<file path="src/design/tcfm_pkg.sv">
// shared constants, types and a lookup function for the threshold crossing frequency meter
package tcfm_pkg;

    localparam int SAMPLE_BITS = 16;
    localparam logic [15:0] SAMPLE_MASK = 16'((32'd1 << SAMPLE_BITS) - 32'd1);

    localparam int NUM_W = 18;
    localparam int DEN_W = 17;
    localparam int CNT_W = 5;
    localparam logic [CNT_W-1:0] DIV_LAST = CNT_W'(NUM_W - 1);

    localparam logic [7:0] REG_THRESHOLD       = 8'd0;
    localparam logic [7:0] REG_SAMPLE_RATE     = 8'd1;
    localparam logic [7:0] REG_CAPTURE_LENGTH  = 8'd2;
    localparam logic [7:0] REG_TARGET_CROSSING = 8'd3;

    localparam logic [15:0] RST_THRESHOLD       = 16'd18350;
    localparam logic [15:0] RST_SAMPLE_RATE     = 16'd700;
    localparam logic [15:0] RST_CAPTURE_LENGTH  = 16'd700;
    localparam logic [7:0]  RST_TARGET_CROSSING = 8'd100;

    localparam logic [1:0] STATUS_MEASURED  = 2'd0;
    localparam logic [1:0] STATUS_NO_MEAS   = 2'd1;
    localparam logic [1:0] STATUS_SATURATED = 2'd2;

    localparam logic [9:0] FREQ_MAX = 10'd999;

    typedef enum logic [2:0] {
        ST_IDLE,
        ST_LOAD,
        ST_DIV,
        ST_SAT,
        ST_DIGIT,
        ST_OUT
    } t_state;

    typedef struct packed {
        logic accept;
        logic div_load;
        logic div_step;
        logic sat_load;
        logic digit_load;
        logic out_load;
    } t_cmd;

    typedef struct packed {
        logic emit;
        logic div_last;
        logic out_free;
    } t_stat;

    function automatic logic [6:0] seg_code(input logic [3:0] digit);
        logic [6:0] code;
        case (digit)
            4'd0: code = 7'h3F;
            4'd1: code = 7'h06;
            4'd2: code = 7'h5B;
            4'd3: code = 7'h4F;
            4'd4: code = 7'h66;
            4'd5: code = 7'h6D;
            4'd6: code = 7'h7D;
            4'd7: code = 7'h07;
            4'd8: code = 7'h7F;
            4'd9: code = 7'h6F;
            default: code = 7'h3F;
        endcase
        return code;
    endfunction

endpackage

</file>
<file path="src/design/tcfm_ctrl.sv">
// sequencing state machine: sample acceptance, divide, saturate, digits, result hand-off
module tcfm_ctrl
    import tcfm_pkg::*;
(
    input  logic  i_clk,
    input  logic  i_rst_n,
    input  logic  i_s_tvalid,
    output logic  o_s_tready,
    input  t_stat i_stat,
    output t_cmd  o_cmd
);

    t_state r_state;
    t_state n_state;

    always_ff @(posedge i_clk) begin
        if (!i_rst_n) begin
            r_state <= ST_IDLE;
        end else begin
            r_state <= n_state;
        end
    end

    always_comb begin
        n_state = r_state;
        case (r_state)
            ST_IDLE: begin
                if (i_s_tvalid && i_stat.emit) begin
                    n_state = ST_LOAD;
                end
            end
            ST_LOAD:  n_state = ST_DIV;
            ST_DIV: begin
                if (i_stat.div_last) begin
                    n_state = ST_SAT;
                end
            end
            ST_SAT:   n_state = ST_DIGIT;
            ST_DIGIT: n_state = ST_OUT;
            ST_OUT: begin
                if (i_stat.out_free) begin
                    n_state = ST_IDLE;
                end
            end
            default:  n_state = ST_IDLE;
        endcase
    end

    always_comb begin
        o_cmd      = '0;
        o_s_tready = 1'b0;
        case (r_state)
            ST_IDLE: begin
                o_s_tready   = 1'b1;
                o_cmd.accept = i_s_tvalid;
            end
            ST_LOAD:  o_cmd.div_load   = 1'b1;
            ST_DIV:   o_cmd.div_step   = 1'b1;
            ST_SAT:   o_cmd.sat_load   = 1'b1;
            ST_DIGIT: o_cmd.digit_load = 1'b1;
            ST_OUT:   o_cmd.out_load   = i_stat.out_free;
            default: begin
                o_cmd      = '0;
                o_s_tready = 1'b0;
            end
        endcase
    end

endmodule

</file>
<file path="src/design/tcfm_datapath.sv">
// registers, crossing tracking, restoring divider, digit split and output register
module tcfm_datapath
    import tcfm_pkg::*;
(
    input  logic        i_clk,
    input  logic        i_rst_n,
    input  t_cmd        i_cmd,
    output t_stat       o_stat,
    input  logic [15:0] i_adc_sample,
    input  logic        i_start_capture,
    input  logic        i_cfg_valid,
    input  logic [7:0]  i_cfg_index,
    input  logic [15:0] i_cfg_data,
    input  logic        i_m_tready,
    output logic        o_m_tvalid,
    output logic [31:0] o_m_tdata,
    output logic [1:0]  o_m_tuser
);

    logic [15:0] r_threshold;
    logic [15:0] r_sample_rate;
    logic [15:0] r_capture_length;
    logic [7:0]  r_target;

    logic [15:0] r_prev,  n_prev;
    logic [15:0] r_pos,   n_pos;
    logic [7:0]  r_cross, n_cross;
    logic [15:0] r_prior, n_prior;
    logic [15:0] r_period, n_period;
    logic        r_found, n_found;

    logic [DEN_W-1:0] r_rem;
    logic [NUM_W-1:0] r_quo;
    logic [CNT_W-1:0] r_cnt;

    logic [9:0]  r_freq;
    logic [1:0]  r_status;
    logic [3:0]  r_hund;
    logic [6:0]  r_low;
    logic [1:0]  r_status_d;

    logic        r_ovalid;
    logic [1:0]  r_ostatus;
    logic [9:0]  r_ofreq;
    logic [6:0]  r_oseg_h;
    logic [6:0]  r_oseg_t;
    logic [6:0]  r_oseg_o;

    logic [15:0] cur;
    logic        active;
    logic [15:0] idx;
    logic [15:0] pos_inc;
    logic        end_hit;
    logic        crossing;
    logic [15:0] cross_pos;
    logic [8:0]  cross_plus;
    logic [7:0]  base_cross;
    logic [15:0] base_prior;
    logic [15:0] base_period;
    logic        base_found;

    logic [NUM_W-1:0] div_num;
    logic [DEN_W-1:0] div_den;
    logic [NUM_W-1:0] trial;
    logic             trial_ge;
    logic [NUM_W-1:0] trial_diff;

    logic        no_meas;
    logic [15:0] prod_h;
    logic [3:0]  hund;
    logic [9:0]  hund_x100;
    logic [14:0] prod_t;
    logic [3:0]  tens;
    logic [6:0]  tens_x10;
    logic [6:0]  ones_full;

    always_ff @(posedge i_clk) begin
        if (!i_rst_n) begin
            r_threshold      <= RST_THRESHOLD;
            r_sample_rate    <= RST_SAMPLE_RATE;
            r_capture_length <= RST_CAPTURE_LENGTH;
            r_target         <= RST_TARGET_CROSSING;
        end else if (i_cfg_valid) begin
            case (i_cfg_index)
                REG_THRESHOLD:       r_threshold      <= i_cfg_data;
                REG_SAMPLE_RATE:     r_sample_rate    <= i_cfg_data;
                REG_CAPTURE_LENGTH:  r_capture_length <= i_cfg_data;
                REG_TARGET_CROSSING: r_target         <= i_cfg_data[7:0];
                default: begin
                end
            endcase
        end
    end

    // capture tracking
    always_comb begin
        cur        = i_adc_sample & SAMPLE_MASK;
        active     = i_start_capture || (r_pos != 16'd0);
        idx        = i_start_capture ? 16'd0 : r_pos;
        pos_inc    = idx + 16'd1;
        end_hit    = (pos_inc >= r_capture_length) || (pos_inc == 16'd0);
        crossing   = (idx != 16'd0) && (r_prev < r_threshold) && (cur > r_threshold);
        cross_pos  = idx - 16'd1;
        base_cross  = i_start_capture ? 8'd0  : r_cross;
        base_prior  = i_start_capture ? 16'd0 : r_prior;
        base_period = i_start_capture ? 16'd0 : r_period;
        base_found  = i_start_capture ? 1'b0  : r_found;
        cross_plus  = {1'b0, base_cross} + 9'd1;

        n_prev   = r_prev;
        n_pos    = r_pos;
        n_cross  = r_cross;
        n_prior  = r_prior;
        n_period = r_period;
        n_found  = r_found;
        if (i_cmd.accept && active) begin
            n_cross  = base_cross;
            n_prior  = base_prior;
            n_period = base_period;
            n_found  = base_found;
            if (crossing) begin
                if (r_target != 8'd0) begin
                    if (cross_plus == {1'b0, r_target}) begin
                        n_prior = cross_pos;
                    end else if (base_cross == r_target && !base_found) begin
                        n_period = cross_pos - base_prior;
                        n_found  = 1'b1;
                    end
                end
                if (base_cross != 8'd255) begin
                    n_cross = base_cross + 8'd1;
                end
            end
            n_prev = cur;
            n_pos  = end_hit ? 16'd0 : pos_inc;
        end
    end

    always_ff @(posedge i_clk) begin
        if (!i_rst_n) begin
            r_prev   <= '0;
            r_pos    <= '0;
            r_cross  <= '0;
            r_prior  <= '0;
            r_period <= '0;
            r_found  <= 1'b0;
        end else begin
            r_prev   <= n_prev;
            r_pos    <= n_pos;
            r_cross  <= n_cross;
            r_prior  <= n_prior;
            r_period <= n_period;
            r_found  <= n_found;
        end
    end

    // restoring divide of (2 rate + period) by 2 period, one quotient bit a cycle
    always_comb begin
        div_num    = {1'b0, r_sample_rate, 1'b0} + {2'b00, r_period};
        div_den    = {r_period, 1'b0};
        trial      = {r_rem, r_quo[NUM_W-1]};
        trial_ge   = trial >= {1'b0, div_den};
        trial_diff = trial - {1'b0, div_den};
    end

    always_ff @(posedge i_clk) begin
        if (!i_rst_n) begin
            r_cnt <= '0;
        end else if (i_cmd.div_load) begin
            r_cnt <= '0;
        end else if (i_cmd.div_step) begin
            r_cnt <= r_cnt + CNT_W'(1);
        end
    end

    always_ff @(posedge i_clk) begin
        if (i_cmd.div_load) begin
            r_rem <= '0;
            r_quo <= div_num;
        end else if (i_cmd.div_step) begin
            r_rem <= trial_ge ? trial_diff[DEN_W-1:0] : trial[DEN_W-1:0];
            r_quo <= {r_quo[NUM_W-2:0], trial_ge};
        end
    end

    // saturation and decimal split
    always_comb begin
        no_meas   = !r_found || (r_period == 16'd0);
        prod_h    = 16'(r_freq) * 16'd41;
        hund      = prod_h[15:12];
        hund_x100 = 10'(hund) * 10'd100;
        prod_t    = 15'(r_low) * 15'd205;
        tens      = prod_t[14:11];
        tens_x10  = 7'(tens) * 7'd10;
        ones_full = r_low - tens_x10;
    end

    always_ff @(posedge i_clk) begin
        if (i_cmd.sat_load) begin
            if (no_meas) begin
                r_freq   <= 10'd0;
                r_status <= STATUS_NO_MEAS;
            end else if (r_quo > NUM_W'(FREQ_MAX)) begin
                r_freq   <= FREQ_MAX;
                r_status <= STATUS_SATURATED;
            end else begin
                r_freq   <= r_quo[9:0];
                r_status <= STATUS_MEASURED;
            end
        end
        if (i_cmd.digit_load) begin
            r_hund     <= hund;
            r_low      <= 7'(r_freq - hund_x100);
            r_status_d <= r_status;
        end
    end

    // output word register
    always_ff @(posedge i_clk) begin
        if (!i_rst_n) begin
            r_ovalid <= 1'b0;
        end else if (i_cmd.out_load) begin
            r_ovalid <= 1'b1;
        end else if (i_m_tready) begin
            r_ovalid <= 1'b0;
        end
    end

    always_ff @(posedge i_clk) begin
        if (i_cmd.out_load) begin
            r_ostatus <= r_status_d;
            r_ofreq   <= 10'(r_hund) * 10'd100 + 10'(r_low);
            r_oseg_h  <= seg_code(r_hund);
            r_oseg_t  <= seg_code(tens);
            r_oseg_o  <= seg_code(ones_full[3:0]);
        end
    end

    always_comb begin
        o_stat.emit     = active && end_hit;
        o_stat.div_last = (r_cnt == DIV_LAST);
        o_stat.out_free = !r_ovalid || i_m_tready;
    end

    assign o_m_tvalid = r_ovalid;
    assign o_m_tdata  = {1'b0, r_oseg_o, r_oseg_t, r_oseg_h, r_ofreq};
    assign o_m_tuser  = r_ostatus;

endmodule

</file>
<file path="src/design/threshold_crossing_frequency_meter_core.sv">
// top level of the threshold crossing frequency meter
// Samples enter on the slave stream: tdata carries the sample, tuser marks the
// first sample of a capture. Unmarked samples outside a capture are dropped.
// Each sample that does not end a capture leaves the controller idle, so such
// samples stream at one per clock while no result is being computed.
// The sample that ends a capture starts the result computation: a load step,
// the restoring divider (one quotient bit a cycle), then saturation, decimal
// split and the output load, during which tready stays low.
// The result word waits in an output register until the master side takes it;
// further samples are taken meanwhile, and only a second capture end waits for
// the register to empty before its result is loaded.
// Configuration writes go in on the cfg channel (index 0 threshold, 1 sample
// rate, 2 capture length, 3 target crossing), are always ready and are meant
// for idle periods only.
// Reset (synchronous, active low) restores the default register values, ends
// any capture and discards a pending result.
module threshold_crossing_frequency_meter_core
    import tcfm_pkg::*;
(
    input  logic        i_clk,
    input  logic        i_rst_n,
    input  logic        i_s_tvalid,
    output logic        o_s_tready,
    input  logic [15:0] i_s_tdata,   // adc_sample
    input  logic        i_s_tuser,   // start_capture
    output logic        o_m_tvalid,
    input  logic        i_m_tready,
    output logic [31:0] o_m_tdata,   // frequency, seg_hundreds, seg_tens, seg_ones, pad
    output logic [1:0]  o_m_tuser,   // status
    input  logic        i_cfg_valid,
    output logic        o_cfg_ready,
    input  logic [7:0]  i_cfg_index,
    input  logic [15:0] i_cfg_data
);

    t_cmd  cmd;
    t_stat stat;

    assign o_cfg_ready = 1'b1;

    tcfm_ctrl u_ctrl (
        .i_clk      (i_clk),
        .i_rst_n    (i_rst_n),
        .i_s_tvalid (i_s_tvalid),
        .o_s_tready (o_s_tready),
        .i_stat     (stat),
        .o_cmd      (cmd)
    );

    tcfm_datapath u_datapath (
        .i_clk           (i_clk),
        .i_rst_n         (i_rst_n),
        .i_cmd           (cmd),
        .o_stat          (stat),
        .i_adc_sample    (i_s_tdata),
        .i_start_capture (i_s_tuser),
        .i_cfg_valid     (i_cfg_valid),
        .i_cfg_index     (i_cfg_index),
        .i_cfg_data      (i_cfg_data),
        .i_m_tready      (i_m_tready),
        .o_m_tvalid      (o_m_tvalid),
        .o_m_tdata       (o_m_tdata),
        .o_m_tuser       (o_m_tuser)
    );

endmodule

</file>
<file path="config.mk">
export PLATFORM = sky130hd
export DESIGN_NAME = threshold_crossing_frequency_meter_core
export DESIGN_NICKNAME = d
export VERILOG_FILES = /design/src/design/tcfm_pkg.sv /design/src/design/tcfm_ctrl.sv /design/src/design/tcfm_datapath.sv /design/src/design/threshold_crossing_frequency_meter_core.sv
export SDC_FILE = /design/constraint.sdc
export NUM_CORES = 1
export LEC_CHECK = 0
export BUFFER_PORTS_ARGS = -buffer_cell sky130_fd_sc_hd__clkbuf_2
export CORE_AREA = 2 2 185 133
export DETAILED_ROUTE_END_ITERATION = 6
export DIE_AREA = 0 0 187 135
export PLACE_DENSITY_LB_ADDON = 0.05
export SLEW_MARGIN = 40
export SYNTH_ARGS = -nofsm -noshare
export SYNTH_HDL_FRONTEND = slang
export SYNTH_HIERARCHICAL = 1
export SYNTH_SLANG_ARGS = --single-unit
</file>
<file path="constraint.sdc">
create_clock -name i_clk -period 12.6 [get_ports i_clk]
set_clock_uncertainty 0.2 [all_clocks]
set_input_delay 2.52 -clock i_clk [delete_from_list [all_inputs] [get_ports i_clk]]
set_output_delay 2.52 -clock i_clk [all_outputs]
set_load 0.02 [all_outputs]
</file>
==> results of run 1 <==
[flip-flops by register name (all words and copies together) (netlist names), 3 cells and up]
signal,flops
u_datapath/r_period,16
u_datapath/r_oseg_o,7
u_datapath/r_sample_rate,16
u_datapath/r_quo,18
u_datapath/r_pos,16
u_datapath/r_low,7
u_datapath/r_target,8
u_datapath/r_oseg_t,7
u_datapath/r_prior,16
u_datapath/r_freq,10
u_datapath/r_ofreq,10
u_datapath/r_cnt,5
u_datapath/r_hund,4
u_ctrl/r_state,3
u_datapath/r_oseg_h,7
u_datapath/r_prev,16
u_datapath/r_capture_length,16
u_datapath/r_threshold,16
u_datapath/r_cross,8
u_datapath/r_rem,17
[cell type report]
| type | count | area (sq um) | share of cell area, % |
|---|---|---|---|
| clock buffer | 34 | 701 | 4.09 |
| clock inverter | 7 | 35.0 | 0.204 |
| inverter | 122 | 458 | 2.67 |
| multi-input combinational | 1306 | 9650 | 56.3 |
| sequential | 231 | 5390 | 31.4 |
| tap | 318 | 398 | 2.32 |
| timing repair buffer | 94 | 513 | 2.99 |
[per-layer routing]
layer,vias to the layer above,GRT usage (%)
met5,-,0
met4,0,6.79
met3,52,4.37
met2,434,46.3
met1,6130,44.9
li1,6325,-
[critical path, cell delays in order]
cell      delay [ns]
clkbuf_2        0.07
buf_4           0.43
nor2b_1         0.20
inv_1           0.15
ha_1            0.49
nor2b_1         0.27
a31o_2          0.18
a21oi_1         0.06
ha_1            0.21
or3_1           0.41
a21o_1          0.17
a31o_2          0.23
a211oi_1        0.35
o21bai_1        0.10
a21oi_1         0.19
xnor2_1         0.08
a22o_1          0.17
[kinds of logic after synthesis]
family          after synthesis  share of synthesized area (%)
other cells                   2                         0.0476
fa+ha+maj                   215                           18.0
simple gates                548                           17.1
flops                       231                           34.2
compound gates              392                           16.9
mux                          56                           3.68
xor+xnor                     93                           5.26
buf+inv                     193                           4.87
[placed cells by master (no fill, tap or decap), types with 21 or more instances in the layout]
cell | netlist | routed
a211oi_1 | 26 | 26
a21o_1 | 28 | 28
a21oi_1 | 118 | 118
a32o_1 | 21 | 21
clkbuf_16 | 0 | 25
clkbuf_2 | 0 | 81
dfxtp_1 | 155 | 155
edfxtp_1 | 76 | 76
ha_1 | 196 | 196
inv_1 | 120 | 119
mux2i_1 | 41 | 41
nand2_1 | 187 | 186
nand3_1 | 45 | 45
nand4_1 | 22 | 22
nor2_1 | 127 | 126
nor2b_1 | 24 | 23
nor3_1 | 28 | 28
o211ai_1 | 31 | 31
o21ai_0 | 64 | 64
xnor2_1 | 60 | 60
xor2_1 | 32 | 32
[report_power, final]
part	internal, W	total [W]	switching [W]
clock	0.000385	0.000677	0.000292
sequential	0.000778	0.000789	0.0000113
combinational	0.000108	0.000267	0.000159
total	0.00127	0.00173	0.000463
[how the worst max path moves through the flow]
stage               slack, ns           startpoint                      end  cells after the start
detailed placement       6.03            i_s_tuser  u_datapath/r_period[14]                     17
global route             6.14            i_s_tuser  u_datapath/r_period[15]                     17
finish                   6.50            i_s_tuser  u_datapath/r_period[14]                     17
CTS                      6.58  u_datapath/r_low[3]   u_datapath/r_oseg_o[6]                     17
global placement         6.15            i_s_tuser  u_datapath/r_period[14]                     17
floorplan                5.92            i_s_tuser  u_datapath/r_period[14]                     20
[metrics by stage]
step                      std cells  total power (W)  util, %  cell area (sq um)  worst slack [ns]
after global routing           2112          0.00180     73.4              17100              6.14
after global placement         2070          0.00106     70.1              16400              6.15
final                          2112          0.00173     73.4              17100              6.50
after floorplan                1730          0.00101        -              15800              5.92
after detailed placement       2071          0.00107     70.3              16400              6.03
after CTS                      2112          0.00174     73.4              17100              6.58
==> results.ini, run 1 <==
[drt]
wire_per_inst_microns=18.1
route.met3.wl_mm=2.86
wl_met2_mm=16.2
vias=12900
drcViolationCount=0
drtIter0Drc=1083
wl_met1_mm=18.3
via_per_inst=6.13
wl_mm=38.2
antenna_left=0
dr.pass1.iters=5
routed.top_layer=met4

[floorplan]
die_area_sq_mm=0.0252
io_pins=83
rows=47
die_h_microns=135
fp.coreArea_sq_mm=0.0233
start_util_pct=67.5
fp.dieW_microns=187

[sta]
finalCriticalPeriod_ns=6.10
rsz0062_at_grt=no
finalSetupViolations=0
post-route-period-util_pct=48.4
whs_ns=0.233
slew_violations=0
finalHoldViolations=0
tightest_slew_ns=0.807
timing.setup.tns_ns=0
fmax_mhz=164
relSlewSlack_pct=46.1

[synth]
ys_ff_latch=231
yosysSeqAreaShare_pct=34.2
synth_flop_cell=dfxtp_1
yosysWarnings=6
synth.area.top_cells=dfxtp_1 (20%), ha_1 (16%), edfxtp_1 (14%)
syn_area_sq_mm=0.0158
async_flop_share_pct=0
synth_cell_types=94
synth.most_common_cell=ha_1
synthesis.nets=1991
synth_cells=1730
synthTopCellsByCount=ha_1 (196), nand2_1 (187), dfxtp_1 (155)
avgSynthCellArea_sq_um=9.11
yosysTopAreaCell=dfxtp_1
yosysTopAreaCellShare_pct=19.7
synth_edf_count=76

[cells_and_area]
layout-drive-gt1-share_pct=10.5
nNetsFinal=2040
syn2layout_area_growth_pct=8.76
fill_cells=1790
diodes=0

[worst_setup_path]
r2r-start=u_datapath/r_low[3]
end_kind=register
crit_type=primary input to register
arrival_ns=6.31
start_kind=primary input
worst_ep_required_time_ns=12.81
r2r_slack_ns=6.55
rr_worst_depth=17
r2r_end=u_datapath/r_oseg_o[6]
critPathMaxFanout=54

[placed_design]
io_buffers=80
hpwl_mm=28.6
gp_congestion=0.924

[clock_tree]
numCtsBuffers=24
ctsHtreeMaxLevel=1
cts_setup_buffers=0
clock-sinks=231
holdBufCountCts=0
clkLatencyLatePin_ns=0.52
cts_resized=0
path_clk_slew_ns=0.06
ctsLongestPathBuffers=3
cts_tree=done
clockRootBuffer=clkbuf_16

[hold_path]
holdPathEnd=u_datapath/r_status_d[1]
hp-class=register to register
hp-start=u_datapath/r_status[1]
min_path_cells=0

[pwr]
ir_drop_uv=96.4
leakage_nw=7.23
p_per_area_mw_per_mm2=101

[global_routing]
antenna_found_initial=0
track_usage_pct=30.1
grt_max_degree=66
grt_pass1_wl_mm=61.9
overflow=0
grt_pass1_vias=11900

[flow_run]
cap_violations=0

[status]
outcome=completed

Note: power is estimated with default switching activity, not from simulation.
==> run 2: changes to the inputs <==
--- a/config.mk
+++ b/config.mk
@@ -6,9 +6,9 @@
 export NUM_CORES = 1
 export LEC_CHECK = 0
 export BUFFER_PORTS_ARGS = -buffer_cell sky130_fd_sc_hd__clkbuf_2
-export CORE_AREA = 2 2 185 133
+export CORE_AREA = 2 2 202 145
 export DETAILED_ROUTE_END_ITERATION = 6
-export DIE_AREA = 0 0 187 135
+export DIE_AREA = 0 0 204 147
 export PLACE_DENSITY_LB_ADDON = 0.05
 export SLEW_MARGIN = 40
 export SYNTH_ARGS = -nofsm -noshare
==> constraint.sdc (replaced) <==
create_clock -name i_clk -period 5.28 [get_ports i_clk]
set_clock_uncertainty 0.2 [all_clocks]
set_input_delay 1.056 -clock i_clk [delete_from_list [all_inputs] [get_ports i_clk]]
set_output_delay 1.056 -clock i_clk [all_outputs]
set_load 0.02 [all_outputs]
==> run 2 against run 1 <==
Critical path depth is 2 higher. Clock power grew to 2.7 times the previous value. Utilization is 11 points lower. Largest cell class unchanged. Count of clock-buffer cells in the layout is 2 lower. Non-clock buffer count is 17 higher. First-iteration DRC count is 7.0% lower. Flip-flop and latch count stayed put. Die area is 19% higher. Via count is 0.28% lower. Total power grew to 2.5 times the previous value. Hold slack worse by 0.017 ns. Combinational power is 140% higher.
==> results.ini, run 2 (synthesis gave the netlist of run 1 again) <==
[cells_and_area]
layout_commonest_cell=ha_1
syn2layout_area_growth_pct=11.2
diodes=0  ; unchanged
multiInputGateArea_sq_mm=0.00971  ; +0.57%
layout.area.seq_sq_mm=0.00539  ; unchanged
layout-drive-gt1-share_pct=12.2  ; +1.6 points
top_regs=u_datapath/r_quo: 18 flops, u_datapath/r_rem: 17 flops
finalInstanceArea_sq_mm=0.0175  ; +2.2%
largest_reg_flops=18  ; unchanged
nNetsFinal=2058  ; +0.88%
final_cell_mix=ha_1 (195), nand2_1 (185), dfxtp_1 (155), nor2_1 (125)
fill_cells=2487  ; +39%
top_register=u_datapath/r_quo

[placed_design]
gp_congestion=0.869  ; -6.0%
post-place-ws_ns=-0.0258  ; -6.05 ns
io_buffers=80  ; unchanged
place_area_sq_mm=0.0166  ; +1.1%
hpwl_mm=29.1  ; +1.8%

[hold_path]
min_path_cells=0  ; unchanged
hp-class=register to register
holdPathEnd=u_datapath/o_m_tuser[0]
hp-start=u_datapath/r_status_d[0]

[worst_setup_path]
arrival_ns=5.21  ; -1.10 ns
end_kind=register
critPathMaxFanout=9  ; -83%
worst_ep_required_time_ns=5.46  ; -7.35 ns
slowest_stage=edfxtp_1
crit_type=register to register
start_kind=register
slowest_delay_ns=0.43  ; -0.06 ns
rr_worst_depth=19  ; +2
r2r_end=u_datapath/r_oseg_o[6]
r2r_slack_ns=0.25  ; -6.30 ns
path_cells=inv_1 -> ha_1 -> fa_1 -> inv_1 -> fa_1 -> ha_1 -> ha_1 -> a21o_1 -> a211oi_2 -> a211oi_2 -> nor2_2 -> xor2_1 -> inv_2 -> fa_2 -> xor2_2 -> xnor2_2 -> buf_4 -> and3_1 -> nor3_1
cp_common_cell=ha_1
r2r-start=u_datapath/r_low[5]

[clock_tree]
clkLatencyLatePin_ns=0.54  ; +0.02 ns
path_clk_slew_ns=0.06  ; about the same
numCtsBuffers=25  ; +4.2%
holdBufCountCts=0  ; unchanged
ctsLongestPathBuffers=3  ; unchanged
cts_tree=done
ctsHtreeMaxLevel=1  ; unchanged
clock-sinks=231  ; unchanged
clockRootBuffer=clkbuf_16

[floorplan]
die_area_sq_mm=0.0300  ; +19%
start_util_pct=55.8  ; -12 points
fp.coreArea_sq_mm=0.0282  ; +21%
die_h_microns=147  ; +8.9%
io_pins=83  ; unchanged
rows=52  ; +11%
fp.dieW_microns=204  ; +9.1%

[drt]
drtIter0Drc=1007  ; -7.0%
vias=12900  ; -0.28%
via_per_inst=5.88  ; -4.0%
dr.pass1.iters=5  ; unchanged
wire_per_inst_microns=17.7  ; -2.0%
drcViolationCount=0  ; unchanged
antenna_left=0  ; unchanged
wl_mm=38.8  ; +1.8%

[global_routing]
grt_pass1_wl_mm=62.8  ; +1.5%
overflow=0  ; unchanged
antenna_found_initial=0  ; unchanged
track_usage_pct=26.0  ; -4.1 points
grt_pass1_vias=11800  ; -1.4%
grt_max_degree=54  ; -18%

[pwr]
fin_total_pwr_w=0.00434  ; +150%
ir_drop_uv=198  ; +110%
leakage_nw=7.36  ; +1.9%
p_per_area_mw_per_mm2=248  ; +140%

[sta]
relSlewSlack_pct=49.2  ; +3.1 points
fin_ws_ns=0.247  ; -6.25 ns
finalSetupViolations=0  ; unchanged
finalHoldViolations=0  ; unchanged
finalCriticalPeriod_ns=5.03
tightest_slew_ns=0.763  ; -0.0440 ns
fmax_mhz=199
slew_violations=0  ; unchanged
post-route-period-util_pct=95.3

[flow_run]
cap_violations=0  ; unchanged

[status]
outcome=completed

==> run 2: cell types whose count changed in the layout (fill, tap and decap cells not counted), moves of 2 or more <==
cell,delta
a211oi_1,-3
a211oi_2,+3
buf_4,+17
bufinv_16,+2
clkbuf_16,+3
clkbuf_8,-3
clkinvlp_4,+4
==> run 2: worst max path at each step <==
stage / startpoint / end / slack (ns) / cells after the start
floorplan: i_s_tuser / u_datapath/r_period[14] / 0.07 / 20
global placement: u_datapath/r_low[2] / u_datapath/r_oseg_o[6] / 0.13 / 17
detailed placement: u_datapath/r_low[5] / u_datapath/r_oseg_o[6] / -0.03 / 18
CTS: u_datapath/r_low[2] / u_datapath/r_oseg_o[6] / 0.01 / 18
global route: u_datapath/r_low[5] / u_datapath/r_oseg_o[6] / -0.02 / 19
finish: u_datapath/r_low[5] / u_datapath/r_oseg_o[6] / 0.25 / 19
==> run 2: metrics by stage <==
step,instances,hold WS [ns],utilization (%),setup TNS (ns)
floorplan,1730,0.200,-,0
global placement,2141,0.202,58.6,0
detailed placement,2142,0.206,58.7,-0.0258
CTS,2191,0.220,61.9,0
global route,2193,0.223,62.1,-0.0223
finish,2193,0.216,62.1,0
==> run 2: critical path, delay by kind of cell, from the launching register on <==
family / cells / cell delay (ns)
xor gates and xnor gates: 3 / 0.52
DFF: 1 / 0.43
AOI/OAI and AO/OA: 3 / 0.65
and+or+nand+nor: 3 / 0.47
adders and majority gates: 6 / 2.19
buffers and inverters: 4 / 0.41
==> run 2: timing repair <==
item,4_1_cts,5_1_grt
gates resized for setup,1,8
pin swaps,2,2
setup endpoints to repair,2,7
setup buffers,4,2
==> run 2: report_power, final <==
part | switching, W | internal (W)
logic | 0.000376 | 0.000259
registers | 0.0000278 | 0.00186
clock network | 0.000750 | 0.00107
total | 0.00115 | 0.00319
==> run 2: layer usage <==
metal | share of wire (%) | global-route usage (%)
met2 | 42 | 38.7
met5 | 0 | 0
met4 | 1.7 | 4.82
met1 | 51 | 40.5
met3 | 5.4 | 3.33
==> run 2: layout make-up <==
| type | instances | share of cell area [%] |
|---|---|---|
| clock buffer | 32 | 4.14 |
| clock inverter | 13 | 0.714 |
| multi-input combinational | 1306 | 55.4 |
| inverter | 122 | 2.61 |
| tap | 378 | 2.70 |
| sequential | 231 | 30.7 |
| timing repair buffer | 111 | 3.73 |
==> run 3: changes to the inputs <==
--- a/config.mk
+++ b/config.mk
@@ -5,10 +5,10 @@
 export SDC_FILE = /design/constraint.sdc
 export NUM_CORES = 1
 export LEC_CHECK = 0
-export BUFFER_PORTS_ARGS = -buffer_cell sky130_fd_sc_hd__clkbuf_2
 export CORE_AREA = 2 2 202 145
 export DETAILED_ROUTE_END_ITERATION = 6
 export DIE_AREA = 0 0 204 147
+export DONT_BUFFER_PORTS = 1
 export PLACE_DENSITY_LB_ADDON = 0.05
 export SLEW_MARGIN = 40
 export SYNTH_ARGS = -nofsm -noshare
==> run 3 against run 2 <==
Wire length barely moved. Utilization fell by 1.6 points. Sequential share of layout area rose by 0.80 points. Total power fell by 0.25%. Non-clock buffer count fell by 84. Sequential power barely moved. Die area did not move. Global-route usage rose by 0.17 points. Critical path depth did not move.
==> results.ini, run 3 (synthesis gave the netlist of run 1 again) <==
[global_routing]
grt_pass1_wl_mm=63.2  ; +0.70%
overflow=0  ; unchanged
grt_max_degree=55  ; +1.9%
antenna_found_initial=0  ; unchanged
grt_pass1_vias=11900  ; +1.1%
track_usage_pct=26.2  ; +0.17 points

[cells_and_area]
layout_commonest_cell=ha_1
top_regs=u_datapath/r_quo: 18 flops, u_datapath/r_rem: 17 flops
diodes=0  ; unchanged
nNetsFinal=1974  ; -4.1%
layout-drive-gt1-share_pct=7.40  ; -4.8 points
syn2layout_area_growth_pct=8.38
finalInstanceArea_sq_mm=0.0171  ; -2.5%
utilization_pct=60.5  ; -1.6 points
final_cell_mix=ha_1 (195), nand2_1 (186), dfxtp_1 (155), nor2_1 (126), inv_1 (119)
largest_reg_flops=18  ; unchanged
top_register=u_datapath/r_quo

[sta]
fmax_mhz=194  ; -2.2%
post-route-period-util_pct=97.5  ; +2.2 points
relSlewSlack_pct=45.0  ; -4.1 points
rsz0062_at_grt=yes
finalHoldViolations=0  ; unchanged
tightest_slew_ns=0.822  ; +0.0597 ns
finalCriticalPeriod_ns=5.15  ; +0.115 ns
fin_ws_ns=0.131  ; -0.115 ns
whs_ns=0.219  ; +0.00304 ns
slew_violations=0  ; unchanged
finalSetupViolations=0  ; unchanged

[clock_tree]
clockRootBuffer=clkbuf_16
clkLatencyLatePin_ns=0.53  ; about the same
clock-sinks=231  ; unchanged
numCtsBuffers=25  ; unchanged
cts_tree=done
ctsHtreeMaxLevel=1  ; unchanged
holdBufCountCts=0  ; unchanged
ctsLongestPathBuffers=3  ; unchanged
path_clk_slew_ns=0.06  ; about the same

[hold_path]
hp-class=register to register

[placed_design]
io_buffers=0  ; -100%
gp_congestion=0.863  ; -0.68%
place_area_sq_mm=0.0161  ; -2.8%
post-place-ws_ns=-0.0613  ; -0.0355 ns
hpwl_mm=29.1  ; -0.23%

[worst_setup_path]
path_cells=inv_1 -> ha_1 -> fa_1 -> inv_1 -> fa_1 -> ha_1 -> ha_1 -> a21o_1 -> a211oi_2 -> a211oi_2 -> nor2_1 -> xor2_1 -> inv_1 -> fa_1 -> xor2_1 -> xnor2_2 -> buf_4 -> and3_1 -> nor3_1
endpoint=u_datapath/r_oseg_o[6]
arrival_ns=5.32  ; +0.11 ns
slowest_stage=fa_1
rr_worst_depth=19  ; unchanged
worst_ep_required_time_ns=5.45  ; about the same
crit_start=u_datapath/r_low[5]
r2r_end=u_datapath/r_oseg_o[6]
start_kind=register
r2r-start=u_datapath/r_low[5]
r2r_slack_ns=0.13  ; -0.12 ns
critPathMaxFanout=9  ; unchanged
slowest_delay_ns=0.43  ; about the same
end_kind=register
crit_type=register to register

[drt]
via_per_inst=5.94  ; +1.0%
drcViolationCount=0  ; unchanged
dr.pass1.iters=5  ; unchanged
vias=12500  ; -2.9%
antenna_left=0  ; unchanged
wl_mm=38.8  ; about the same
drtIter0Drc=946  ; -6.1%
wire_per_inst_microns=18.4  ; +4.0%

[floorplan]
io_pins=83  ; unchanged
die_area_sq_mm=0.0300  ; unchanged
rows=52  ; unchanged
start_util_pct=55.8  ; unchanged
fp.dieW_microns=204  ; unchanged
die_h_microns=147  ; unchanged
fp.coreArea_sq_mm=0.0282  ; unchanged

[pwr]
p_per_area_mw_per_mm2=253  ; +2.4%
ir_drop_uv=314  ; +58%
fin_total_pwr_w=0.00433  ; -0.25%
leakage_nw=7.02  ; -4.7%

[flow_run]
cap_violations=0  ; unchanged

[status]
outcome=completed

-- run 3: cell types whose count changed in the layout (fill, tap and decap cells not counted), moves of 2 or more --
cell / change
clkbuf_8: +3
inv_6: +3
bufinv_16: +2
clkinv_1: +3
clkinv_2: -6
clkbuf_16: -3
buf_4: -4
clkbuf_2: -80
clkinvlp_4: -4
-- run 3: metal layers --
metal / wire [microns] / part of all wire [%] / GRT usage, %
met5: 0 / 0 / 0
met3: 2170 / 5.6 / 4.68
met2: 16300 / 42 / 39.5
met1: 19800 / 51 / 39.7
met4: 524 / 1.4 / 4.06
-- run 3: layout make-up --
type	instances	area (sq um)
Fill cell	2449	11200
Clock inverter	11	163
Multi-Input combinational cell	1306	9700
Inverter	122	458
Sequential cell	231	5390
Tap cell	378	473
Clock buffer	32	692
Timing Repair Buffer	27	210
-- run 3: metrics by stage --
stage | instances | TNS, ns
3_3_place_gp | 2055 | 0
6_report | 2107 | 0
5_1_grt | 2107 | -0.0925
3_5_place_dp | 2056 | -0.0613
4_1_cts | 2103 | 0
2_1_floorplan | 1730 | 0
-- run 3: critical path: cells and delay by family (launching register included) --
kind                     cells  cell delay, ns
AO/OA/AOI/OAI                3            0.68
XOR/XNOR                     3            0.51
buffers and inverters        4            0.45
adder cells (fa/ha/maj)      6            2.23
flip-flops                   1            0.36
AND/OR/NAND/NOR              3            0.55
-- run 3: report_power, final --
part | internal [W] | switching [W] | total, W
Combinational | 0.000245 | 0.000347 | 0.000593
Clock | 0.00112 | 0.000733 | 0.00185
Sequential | 0.00186 | 0.0000273 | 0.00188
-- run 3: worst min-delay path by stage --
| stage | startpoint | end | slack, ns | depth (start not counted) |
|---|---|---|---|---|
| floorplan | u_datapath/r_status_d[0] | u_datapath/o_m_tuser[0] | 0.20 | 0 |
| global placement | u_datapath/r_status_d[1] | u_datapath/o_m_tuser[1] | 0.20 | 0 |
| detailed placement | u_datapath/r_status_d[0] | u_datapath/o_m_tuser[0] | 0.21 | 0 |
| CTS | u_datapath/r_status_d[1] | u_datapath/o_m_tuser[1] | 0.22 | 0 |
| global route | u_datapath/r_status[0] | u_datapath/r_status_d[0] | 0.23 | 0 |
| finish | u_datapath/r_status_d[1] | u_datapath/o_m_tuser[1] | 0.22 | 0 |
-- run 3: timing repair --
item,in CTS,in global routing
pin swaps,1,1
resized for setup,0,6
setup endpoints to repair,1,8
setup buffers,4,4
